**src/hdl/hnt_pkg.sv**
```systemverilog
// ----------------------------------------------------------------------------
// hnt_pkg
// Shared constants, codes and types of the hello neighbor table.
// ----------------------------------------------------------------------------
package hnt_pkg;

	localparam int NUM_PORTS        = 4;
	localparam int MAX_NEIGHBORS    = 8;
	localparam int NEIGHBOR_TIMEOUT = 30;
	localparam int MIN_BODY_LENGTH  = 32;

	localparam int SLOTS  = NUM_PORTS * MAX_NEIGHBORS;
	localparam int SLOT_W = (SLOTS > 1) ? $clog2(SLOTS) : 1;
	localparam int NB_W   = (MAX_NEIGHBORS > 1) ? $clog2(MAX_NEIGHBORS) : 1;
	localparam int CNT_W  = $clog2(SLOTS + 1);

	localparam int CFG_PORTS = 4;
	localparam int CFG_IDX_W = 8;

	localparam logic [CFG_IDX_W-1:0] CFG_MASK_BASE     = 8'd0;
	localparam logic [CFG_IDX_W-1:0] CFG_INTERVAL_BASE = 8'd4;
	localparam logic [CFG_IDX_W-1:0] CFG_END           = 8'd8;

	localparam logic [15:0] INTERVAL_RESET = 16'd10;

	localparam int S_TDATA_W = 168;
	localparam int M_TDATA_W = 8;
	localparam int M_TUSER_W = 3;
	localparam int COUNT_W   = 4;

	typedef enum logic [2:0] {
		ST_REFRESHED = 3'd0,
		ST_ADDED     = 3'd1,
		ST_TOO_SHORT = 3'd2,
		ST_MISMATCH  = 3'd3,
		ST_FULL      = 3'd4
	} status_t;

	typedef enum logic [1:0] {
		FSM_IDLE,
		FSM_SWEEP,
		FSM_DECIDE,
		FSM_REPORT
	} fsm_t;

	typedef struct packed {
		logic [31:0] addr;
		logic [31:0] router;
	} ident_t;

endpackage

```
**src/hdl/hello_neighbor_table_top.sv**
```systemverilog
// ----------------------------------------------------------------------------
// hello_neighbor_table_top
// Neighbor table for received link-state hellos: ages all entries, checks
// mask and interval, refreshes or adds the sender, reports one status beat.
// ----------------------------------------------------------------------------
// channel   dir  handshake                      payload
// s_axis    in   s_axis_tvalid/s_axis_tready    tdata: hello fields
// m_axis    out  m_axis_tvalid/m_axis_tready    tdata: count, tuser: status
// cfg       in   cfg_valid/cfg_ready            cfg_index, cfg_data
//
// For a hello of full length the aging sweep reads the expiry memory once
// per slot, one slot a cycle; a short hello skips the sweep.
// Reset clears valid bits and control at once; memories are not cleared.
// The result register frees the input: a new hello is taken while a
// result waits, and only the report step waits on m_axis_tready.
// ----------------------------------------------------------------------------
module hello_neighbor_table_top (
	input  logic                          clk,
	input  logic                          arst_n,
	input  logic                          s_axis_tvalid,
	output logic                          s_axis_tready,
	// body_length[15:0], port_index[17:16], hello_mask[49:18],
	// hello_interval[65:50], source_addr[97:66], router_ident[129:98],
	// now_seconds[161:130], zero fill
	input  logic [hnt_pkg::S_TDATA_W-1:0] s_axis_tdata,
	output logic                          m_axis_tvalid,
	input  logic                          m_axis_tready,
	// port_neighbors[3:0], zero fill
	output logic [hnt_pkg::M_TDATA_W-1:0] m_axis_tdata,
	// status[2:0]
	output logic [hnt_pkg::M_TUSER_W-1:0] m_axis_tuser,
	input  logic                          cfg_valid,
	output logic                          cfg_ready,
	input  logic [hnt_pkg::CFG_IDX_W-1:0] cfg_index,
	input  logic [31:0]                   cfg_data
);

	localparam int SLOT_W = hnt_pkg::SLOT_W;
	localparam int NB_W   = hnt_pkg::NB_W;
	localparam int CNT_W  = hnt_pkg::CNT_W;
	localparam int MAXN   = hnt_pkg::MAX_NEIGHBORS;

	hnt_pkg::fsm_t    state_q, next_state;
	hnt_pkg::status_t status_q;

	logic [31:0] mask_q     [hnt_pkg::CFG_PORTS];
	logic [15:0] interval_q [hnt_pkg::CFG_PORTS];

	logic [1:0]  port_q;
	logic [31:0] hmask_q, src_q, rid_q, now_q;
	logic [15:0] hint_q;

	logic [CNT_W-1:0]         cnt_q;
	logic                     rd_s1, id_s1;
	logic [SLOT_W-1:0]        idx_s1;
	logic [NB_W-1:0]          nb_s1;
	logic [MAXN-1:0]          match_q;
	logic [hnt_pkg::SLOTS-1:0] valid_q;

	logic [31:0]     exp_mem [hnt_pkg::SLOTS];
	hnt_pkg::ident_t id_mem  [hnt_pkg::SLOTS];
	logic [31:0]     exp_rdata_s1;
	hnt_pkg::ident_t id_rdata_s1;

	logic                         out_valid_q;
	logic [hnt_pkg::COUNT_W-1:0]  out_count_q;
	hnt_pkg::status_t             out_status_q;

	logic              accept, short_hello, port_ok, rd_en, id_rd_en, decide, out_load;
	logic [SLOT_W-1:0] base, rd_addr, id_rd_addr;
	logic [MAXN-1:0]   grp;
	logic              mismatch, found, free_any;
	logic [NB_W-1:0]   match_idx, free_idx;
	logic              exp_we, id_we;
	logic [SLOT_W-1:0] exp_wa, id_wa;
	logic [31:0]       expiry;
	hnt_pkg::status_t  status_d;
	logic [hnt_pkg::COUNT_W-1:0] count;

	assign s_axis_tready = (state_q == hnt_pkg::FSM_IDLE);
	assign accept        = s_axis_tvalid && s_axis_tready;
	assign short_hello   = s_axis_tdata[15:0] < 16'(hnt_pkg::MIN_BODY_LENGTH);
	assign cfg_ready     = 1'b1;

	assign port_ok = int'(port_q) < hnt_pkg::NUM_PORTS;
	assign base    = SLOT_W'(int'(port_q) * MAXN);
	assign expiry  = now_q + 32'(hnt_pkg::NEIGHBOR_TIMEOUT);

	always_comb begin
		for (int k = 0; k < MAXN; k++) begin
			grp[k] = port_ok && valid_q[base + SLOT_W'(k)];
		end
	end

	always_comb begin
		count = '0;
		for (int k = 0; k < MAXN; k++) begin
			count = count + hnt_pkg::COUNT_W'(grp[k]);
		end
	end

	always_comb begin
		found     = |(match_q & grp);
		free_any  = ~&grp;
		match_idx = '0;
		free_idx  = '0;
		for (int k = MAXN - 1; k >= 0; k--) begin
			if (match_q[k] && grp[k]) begin
				match_idx = NB_W'(k);
			end
			if (!grp[k]) begin
				free_idx = NB_W'(k);
			end
		end
		mismatch = !port_ok || (mask_q[port_q] != hmask_q) || (interval_q[port_q] != hint_q);
	end

	always_comb begin
		next_state = state_q;
		case (state_q)
			hnt_pkg::FSM_IDLE: begin
				if (accept) begin
					next_state = short_hello ? hnt_pkg::FSM_REPORT : hnt_pkg::FSM_SWEEP;
				end
			end
			hnt_pkg::FSM_SWEEP: begin
				if (cnt_q == CNT_W'(hnt_pkg::SLOTS)) begin
					next_state = hnt_pkg::FSM_DECIDE;
				end
			end
			hnt_pkg::FSM_DECIDE: next_state = hnt_pkg::FSM_REPORT;
			hnt_pkg::FSM_REPORT: begin
				if (!out_valid_q || m_axis_tready) begin
					next_state = hnt_pkg::FSM_IDLE;
				end
			end
			default: next_state = hnt_pkg::FSM_IDLE;
		endcase
	end

	always_comb begin
		rd_en      = 1'b0;
		id_rd_en   = 1'b0;
		decide     = 1'b0;
		out_load   = 1'b0;
		rd_addr    = cnt_q[SLOT_W-1:0];
		id_rd_addr = base + SLOT_W'(cnt_q);
		case (state_q)
			hnt_pkg::FSM_SWEEP: begin
				rd_en    = cnt_q < CNT_W'(hnt_pkg::SLOTS);
				id_rd_en = port_ok && (cnt_q < CNT_W'(MAXN));
			end
			hnt_pkg::FSM_DECIDE: decide = 1'b1;
			hnt_pkg::FSM_REPORT: out_load = !out_valid_q || m_axis_tready;
			default: ;
		endcase
	end

	always_comb begin
		exp_we   = decide && !mismatch && (found || free_any);
		id_we    = decide && !mismatch && !found && free_any;
		exp_wa   = base + SLOT_W'(found ? match_idx : free_idx);
		id_wa    = base + SLOT_W'(free_idx);
		status_d = hnt_pkg::ST_FULL;
		if (mismatch) begin
			status_d = hnt_pkg::ST_MISMATCH;
		end else if (found) begin
			status_d = hnt_pkg::ST_REFRESHED;
		end else if (free_any) begin
			status_d = hnt_pkg::ST_ADDED;
		end
	end

	always_ff @(posedge clk or negedge arst_n) begin
		if (!arst_n) begin
			state_q <= hnt_pkg::FSM_IDLE;
			rd_s1   <= 1'b0;
			id_s1   <= 1'b0;
			cnt_q   <= '0;
		end else begin
			state_q <= next_state;
			rd_s1   <= rd_en;
			id_s1   <= id_rd_en;
			if (accept) begin
				cnt_q <= '0;
			end else if (rd_en) begin
				cnt_q <= cnt_q + CNT_W'(1);
			end
		end
	end

	always_ff @(posedge clk) begin
		idx_s1 <= rd_addr;
		nb_s1  <= NB_W'(cnt_q);
		if (accept) begin
			port_q  <= s_axis_tdata[17:16];
			hmask_q <= s_axis_tdata[49:18];
			hint_q  <= s_axis_tdata[65:50];
			src_q   <= s_axis_tdata[97:66];
			rid_q   <= s_axis_tdata[129:98];
			now_q   <= s_axis_tdata[161:130];
			match_q <= '0;
			if (short_hello) begin
				status_q <= hnt_pkg::ST_TOO_SHORT;
			end
		end else if (id_s1) begin
			match_q[nb_s1] <= (id_rdata_s1.addr == src_q);
		end
		if (decide) begin
			status_q <= status_d;
		end
	end

	always_ff @(posedge clk or negedge arst_n) begin
		if (!arst_n) begin
			valid_q <= '0;
		end else begin
			if (rd_s1 && valid_q[idx_s1] && (exp_rdata_s1 < now_q)) begin
				valid_q[idx_s1] <= 1'b0;
			end
			if (id_we) begin
				valid_q[id_wa] <= 1'b1;
			end
		end
	end

	always_ff @(posedge clk) begin
		if (exp_we) begin
			exp_mem[exp_wa] <= expiry;
		end
		if (rd_en) begin
			exp_rdata_s1 <= exp_mem[rd_addr];
		end
	end

	always_ff @(posedge clk) begin
		if (id_we) begin
			id_mem[id_wa] <= '{addr: src_q, router: rid_q};
		end
		if (id_rd_en) begin
			id_rdata_s1 <= id_mem[id_rd_addr];
		end
	end

	always_ff @(posedge clk or negedge arst_n) begin
		if (!arst_n) begin
			for (int k = 0; k < hnt_pkg::CFG_PORTS; k++) begin
				mask_q[k]     <= '0;
				interval_q[k] <= hnt_pkg::INTERVAL_RESET;
			end
		end else if (cfg_valid && cfg_ready) begin
			if (cfg_index < hnt_pkg::CFG_INTERVAL_BASE) begin
				mask_q[cfg_index[1:0]] <= cfg_data;
			end else if (cfg_index < hnt_pkg::CFG_END) begin
				interval_q[cfg_index[1:0]] <= cfg_data[15:0];
			end
		end
	end

	always_ff @(posedge clk or negedge arst_n) begin
		if (!arst_n) begin
			out_valid_q <= 1'b0;
		end else if (out_load) begin
			out_valid_q <= 1'b1;
		end else if (m_axis_tready) begin
			out_valid_q <= 1'b0;
		end
	end

	always_ff @(posedge clk) begin
		if (out_load) begin
			out_status_q <= status_q;
			out_count_q  <= count;
		end
	end

	assign m_axis_tvalid = out_valid_q;
	assign m_axis_tuser  = out_status_q;
	assign m_axis_tdata  = {{(hnt_pkg::M_TDATA_W - hnt_pkg::COUNT_W){1'b0}}, out_count_q};

	a_valid_set: assert property (@(posedge clk) disable iff (!arst_n)
		(valid_q & ~$past(valid_q)) != '0 |->
			$past(state_q) == hnt_pkg::FSM_DECIDE && $countones(valid_q & ~$past(valid_q)) == 1)
		else $error("neighbor added outside the decide step");

	a_valid_clear: assert property (@(posedge clk) disable iff (!arst_n)
		(~valid_q & $past(valid_q)) != '0 |-> $past(state_q) == hnt_pkg::FSM_SWEEP)
		else $error("neighbor removed outside the aging sweep");

	a_out_source: assert property (@(posedge clk) disable iff (!arst_n)
		$rose(m_axis_tvalid) |-> $past(state_q) == hnt_pkg::FSM_REPORT)
		else $error("result beat raised outside the report step");

endmodule

```
**config.mk**
```make
export PLATFORM = sky130hd
export DESIGN_NAME = hello_neighbor_table_top
export DESIGN_NICKNAME = d
export VERILOG_FILES = /design/src/hdl/hnt_pkg.sv /design/src/hdl/hello_neighbor_table_top.sv
export SDC_FILE = /design/constraint.sdc
export NUM_CORES = 2
export LEC_CHECK = 0
export BUFFER_PORTS_ARGS = -buffer_cell sky130_fd_sc_hd__buf_2
export CAP_MARGIN = 5
export CORE_ASPECT_RATIO = 1.2
export CORE_MARGIN = 4
export CORE_UTILIZATION = 67
export DETAILED_ROUTE_END_ITERATION = 7
export GPL_TIMING_DRIVEN = 0
export HOLD_SLACK_MARGIN = 0.05
export PLACE_DENSITY_LB_ADDON = 0.05
export SYNTH_ARGS = -nofsm -noshare
export SYNTH_HDL_FRONTEND = slang
export SYNTH_SLANG_ARGS = --single-unit
```
**constraint.sdc**
```tcl
create_clock -name clk -period 15.15 [get_ports clk]
set_input_delay 2.2725 -clock clk [delete_from_list [all_inputs] [get_ports clk]]
set_output_delay 2.2725 -clock clk [all_outputs]
set_load 0.02 [all_outputs]
```
# == After elaboration in Yosys (flattened, before gate mapping) ==
# Memory sizes are Yosys's and may differ from the RTL's. A register that Yosys moved wholly into a read port is not among the register bits.
# Index checks and enable logic that the tools add are counted.
# op_classes
n_addsub,19
order_cmp,23
eq_ne,10
n_mux,79
bitwise_logic,7
n_reduce_logical,37
# ops
operator,n
$mux 32,5
$bwmux 128,1
$mux 3,23
$bmux 32 s2,1
$bwmux 64,1
$demux 32 s2,1
$lt 5x6->1 const B,10
$mux 16,3
$bmux 1 s5,8
$add 32x5->32 const B,1
$and 32x32->32,1
$bmux 16 s2,1
$demux 16 s2,1
$eq 32x32->1,1
$lt 32x32->1,1
$ne 32x32->1,1
$not 32->32,1
$or 32x32->32,1
$mux 1,22
$add 5x3->5 const B,4
$logic_and 1x1->1,19
$add 4x1->4,4
$lt 16x6->1 const B,1
$ne 16x16->1,1
40 further kinds,62
# word_totals
reg_bits,407
ramBits,3072
input_bits,213
output_inout_bits,14
elab_cells,203
n_memories,2
# memory_table
name,words,word_bits,rd,rd_ports_with_merged_regs,write_ports,line_no,rtl
id_mem,32,64,1,1,1,hello_neighbor_table_top.sv:61,hnt_pkg::ident_t id_mem [hnt_pkg::SLOTS];
exp_mem,32,32,1,1,1,hello_neighbor_table_top.sv:60,logic [31:0] exp_mem [hnt_pkg::SLOTS];

# == Depth between registers and ports, before layout ==
# logic_depth
depth_word,18
mapped_depth,12
mapped_depth_nobuf,10

# == Worst setup path after synthesis ==
# Ideal clock, no wire load.
# synth_path
path_kind,in2reg
start,input s_axis_tvalid
end,"register hint_q[0], enable pin"
arrival_time_ps,5760
required_time_ps,14627
path_slack_ps,8867
cell_stages,3
n_path_buf,1
path_cell_list,nand2_1 > inv_1 > clkbuf_1
# synth_via
elab_chain_cells,1
# synth_lines
item,line_no,rtl
"start, declared",hello_neighbor_table_top.sv:20,"input logic s_axis_tvalid,"
$logic_and 1x1->1,hello_neighbor_table_top.sv:81,assign accept = s_axis_tvalid && s_axis_tready;
via accept,hello_neighbor_table_top.sv:69,"logic accept, short_hello, port_ok, rd_en, id_rd_en, decide, out_load;"
"end signal, assigned",hello_neighbor_table_top.sv:198,hint_q <= s_axis_tdata[65:50];
"end, declared",hello_neighbor_table_top.sv:51,logic [15:0] hint_q;
# The timed path passes the listed nets, and every way through them passes these cells.
# A chain may end at the register's enable or synchronous reset.

# == Worst setup path in the final report ==
# layout_path
start,register port_q[1]
end,"memory exp_mem[9][10], enable pin"
# layout_via
elab_chain_cells,14
# layout_lines
item,line_no,rtl
"start, declared",hello_neighbor_table_top.sv:49,logic [1:0] port_q;
"start signal, assigned",hello_neighbor_table_top.sv:196,port_q <= s_axis_tdata[17:16];
$add 5x3->5,hello_neighbor_table_top.sv:91,grp[k] = port_ok && valid_q[base + SLOT_W'(k)];
$bmux 1 s5,hello_neighbor_table_top.sv:91,
$mux 1 (not written as such),hello_neighbor_table_top.sv:91,
$logic_and 1x1->1,hello_neighbor_table_top.sv:108,if (match_q[k] && grp[k]) begin
$mux 3 (8 in a row),hello_neighbor_table_top.sv:108,
$mux 3,hello_neighbor_table_top.sv:162,exp_wa = base + SLOT_W'(found ? match_idx : free_idx);
$add 5x3->5,hello_neighbor_table_top.sv:162,
"end, declared",hello_neighbor_table_top.sv:60,
# Several ways; a longest one is shown, not always the timed one. The select of a mux whose other input is x is not followed.

==> impl_metrics.toml <==
[min_path]
whs_endpoint = "idx_s1[2]$_DFF_P_"
min-delay-path-class = "reg2reg"
hold_path_depth = 0
holdCritStartpoint = "cnt_q[2]$_DFFE_PN0P_"

[worst_setup_path]
cp_max_fo = 17
path_class = "reg2reg"
worstReg2RegEnd = "exp_mem[9][10]$_DFFE_PP_"
arrival_ns = 6.58
critPathCaptureType = "flop"
cp-start-kind = "flop"
worst-path-buf-inv = 3
critPathTopFamily = "simple AND/OR/NAND/NOR gates"
cp_data_required_time_ns = 15.68
crit_slowest_cell = "nor4_1"
cp_cell_sequence = "buf_2 > clkbuf_1 > mux4_2 > xnor2_1 > nand4_1 > nor4_1 > nand3_1 > nor3_2 > and2_2 > buf_12"
rrSetupSlack_ns = 9.10
reg2regPathDepth = 10
max_stage_delay_ns = 0.98
reg2reg_from = "port_q[1]$_DFFE_PP_"

[route]
avgViaCountPerCell = 7.03
route.detailed.drc = 0
finalWirelength_mm = 255
drt_pass1_iterations = 8
vias = 49150
ant_nets = 0
routedWlPerCell_um = 36.5
drtIter0Drc = 6891

[cells_and_area]
drive_gt1_share_pct = 34.3
nNetsFinal = 5118
num_antenna_cells = 0
final_util_pct = 76.4
design_area_mm2 = 0.111
fillers = 7664
mostFrequentLayoutCells = "edfxtp_1 (2236), mux4_2 (704), mux2_2 (256)"
final_common_cell = "edfxtp_1"
syn_to_final_growth_pct = 13.5

[timing]
finalMaxSlewViolations = 0
min_period_ns = 6.05
hold_violations = 0
max_slew_margin_pct = 5.09
worstMarginPinSlew_ns = 1.42
setup_viol = 0
fin_crit_sh_pct = 39.9
finClkSkew_ns = 0.0401
fmax_mhz = 165
setup_tns_ns = 0
grt_setup_unrepaired = "no"

[logic_synthesis]
synth-seq-cells = 2484
netlist_instances = 4333
ys_types = 62
synth_seq_area_share_pct = 75.2
syn_area_per_cell_um2 = 22.5
ys_warn_count = 0
synth-async-reset-ratio_pct = 9.46
synth_ff_type = "edfxtp_1"
synth-edff-count = 2236
synth_area_mm2 = 0.0974

[power_and_ir_drop]
leakage_uw = 0.0374
vdd.ir_drop.worst_v = 0.000152
p_per_area_mw_per_mm2 = 118

[floorplan]
io_pins = 227
initial_core_util_pct = 67.3
rows = 153
die_area_mm2 = 0.152
fp.dieW_um = 356
core_mm2 = 0.145
die_h_um = 426

[global_routing]
grt_max_degree = 112
antenna_found_initial = 5
grt_pass1_wl_mm = 368
busiest_layer = "met2"
met1_usage_pct = 46.4
grt_pass1_vias = 50710
grt_usage_pct = 34.7
grtUsageMet3_pct = 6.84
overflow = 0
grtUsageMet2_pct = 56.5

[run_status]
status = "finished clean"

[clocking]
cts_buffers = 222
htree_levels = 4
cts-resized-gates = 0
clk_path_buf_depth = 3
clock_sinks = 2484
post_cts_buffers = 0
cts_tree = "built"
cts_hold_buf = 0
clk_latency_ns = 0.87
cts.clk_slew.worst_paths_ns = 0.06
root_buffer = "clkbuf_16"

[place]
place.gp.congestion = 0.925
port_buffers = 176
dp_hpwl_mm = 163
place_area_mm2 = 0.103

[flow_run]
max-cap-violations = 0
[metrics by stage]
stage          instances  power, µW  setup slack (ns)  hold slack [ns]
3_3_place_gp        6449       7630              5.68            0.358
5_1_grt             6987      13400              9.05            0.400
3_5_place_dp        6559       7640              9.27            0.364
4_1_cts             6975      13100              9.23            0.387
6_report            6987      13000              9.10            0.384
2_1_floorplan       4336       7580              8.87            0.345
[worst reg2reg max path, delay by kind of cell (launching register included)]
family	cells	cell delay, ns
flops	1	0.40
mux	1	0.43
xor+xnor	1	0.34
simple gates	5	3.15
buf+inv	3	1.37
[cell usage after synthesis (all sizes together), types with 3 or more instances]
cell type / n / share of area, %
fa: 4 / 0.082
nor3b: 9 / 0.069
edfxtp: 2236 / 69
nor2: 69 / 0.27
mux2: 256 / 3.0
a22oi: 9 / 0.089
a31oi: 3 / 0.019
dfstp: 8 / 0.22
a21o: 7 / 0.054
dfxtp: 13 / 0.27
nand4: 24 / 0.16
and3: 10 / 0.064
nor4: 17 / 0.12
o21ai: 41 / 0.21
o21bai: 3 / 0.023
clkbuf: 144 / 0.55
nand2: 42 / 0.16
nand2b: 9 / 0.058
nand3: 56 / 0.30
ha: 43 / 0.55
and2: 34 / 0.22
a32oi: 3 / 0.027
dfrtp: 227 / 5.8
buf: 68 / 0.36
a21oi: 20 / 0.10
xor2: 36 / 0.32
mux4: 704 / 16
o31ai: 29 / 0.22
xnor2: 78 / 0.70
nor2b: 12 / 0.077
inv: 58 / 0.22
and4: 8 / 0.072
mux2i: 4 / 0.041
and3b: 3 / 0.027
nor3: 24 / 0.15
nand3b: 4 / 0.035
[worst max path at each step]
| stage | end | slack, ns | from | cells past startpoint |
|---|---|---|---|---|
| final | exp_mem[9][10]$_DFFE_PP_ | 9.10 | port_q[1]$_DFFE_PP_ | 10 |
| after global routing | exp_mem[9][10]$_DFFE_PP_ | 9.05 | port_q[1]$_DFFE_PP_ | 10 |
| after CTS | exp_mem[5][12]$_DFFE_PP_ | 9.23 | port_q[1]$_DFFE_PP_ | 10 |
| after detailed placement | exp_mem[5][10]$_DFFE_PP_ | 9.27 | port_q[1]$_DFFE_PP_ | 10 |
| after global placement | now_q[0]$_DFFE_PP_ | 5.68 | s_axis_tvalid | 4 |
| after floorplan | hint_q[0]$_DFFE_PP_ | 8.87 | s_axis_tvalid | 3 |
[flip-flops by register name (all words and copies together) (netlist names), 2 cells and up]
name and cells:
out_count_q 4, port_q 2, match_q 8, valid_q 32, cnt_q 6, hint_q 16, idx_s1 3, m_axis_tuser 3
state_q 2, src_q 32, exp_mem 1024, status_q 3, hmask_q 32, id_mem 1024, now_q 32, nb_s1 2
id_rdata_s1 32, interval_q 64, mask_q 128, exp_rdata_s1 32
[area by class of cell]
class                           instances  area [µm²]  share of cell area, %
Inverter                               58         218                  0.197
Sequential cell                      2484       73300                   66.3
Timing Repair Buffer                  298        3080                   2.78
Tap cell                             1937        2420                   2.19
Multi-Input combinational cell       1582       23500                   21.3
Clock buffer                          277        5950                   5.38
Buffer                                212         908                  0.822
Clock inverter                        139        1180                   1.06
[power by group]
part           internal (µW)  total [µW]  switching (µW)
logic                   49.0        91.9            42.9
clock network           3070        5550            2490
registers               7390        7400            11.8
total                  10500       13000            2540
[kinds of logic (layout without fill, tap and decap cells)]
kind of cell,count (synthesis),count (layout),synth area share [%]
mux,964,964,19.3
flops,2484,2484,75.2
simple gates,324,324,1.80
buf+inv,270,984,1.14
fa+ha+maj,47,47,0.634
xor+xnor,114,114,1.02
compound gates,128,128,0.875
other cells,2,5,0.00771
[routing by layer]
| metal | wire length, µm | vias to the layer above |
|---|---|---|
| met2 | 129000 | 3359 |
| met1 | 87200 | 25919 |
| met4 | 13400 | 4 |
| met3 | 25600 | 686 |
| li1 | - | 19182 |
| met5 | 22 | - |
(Power assumes the default switching activity.)
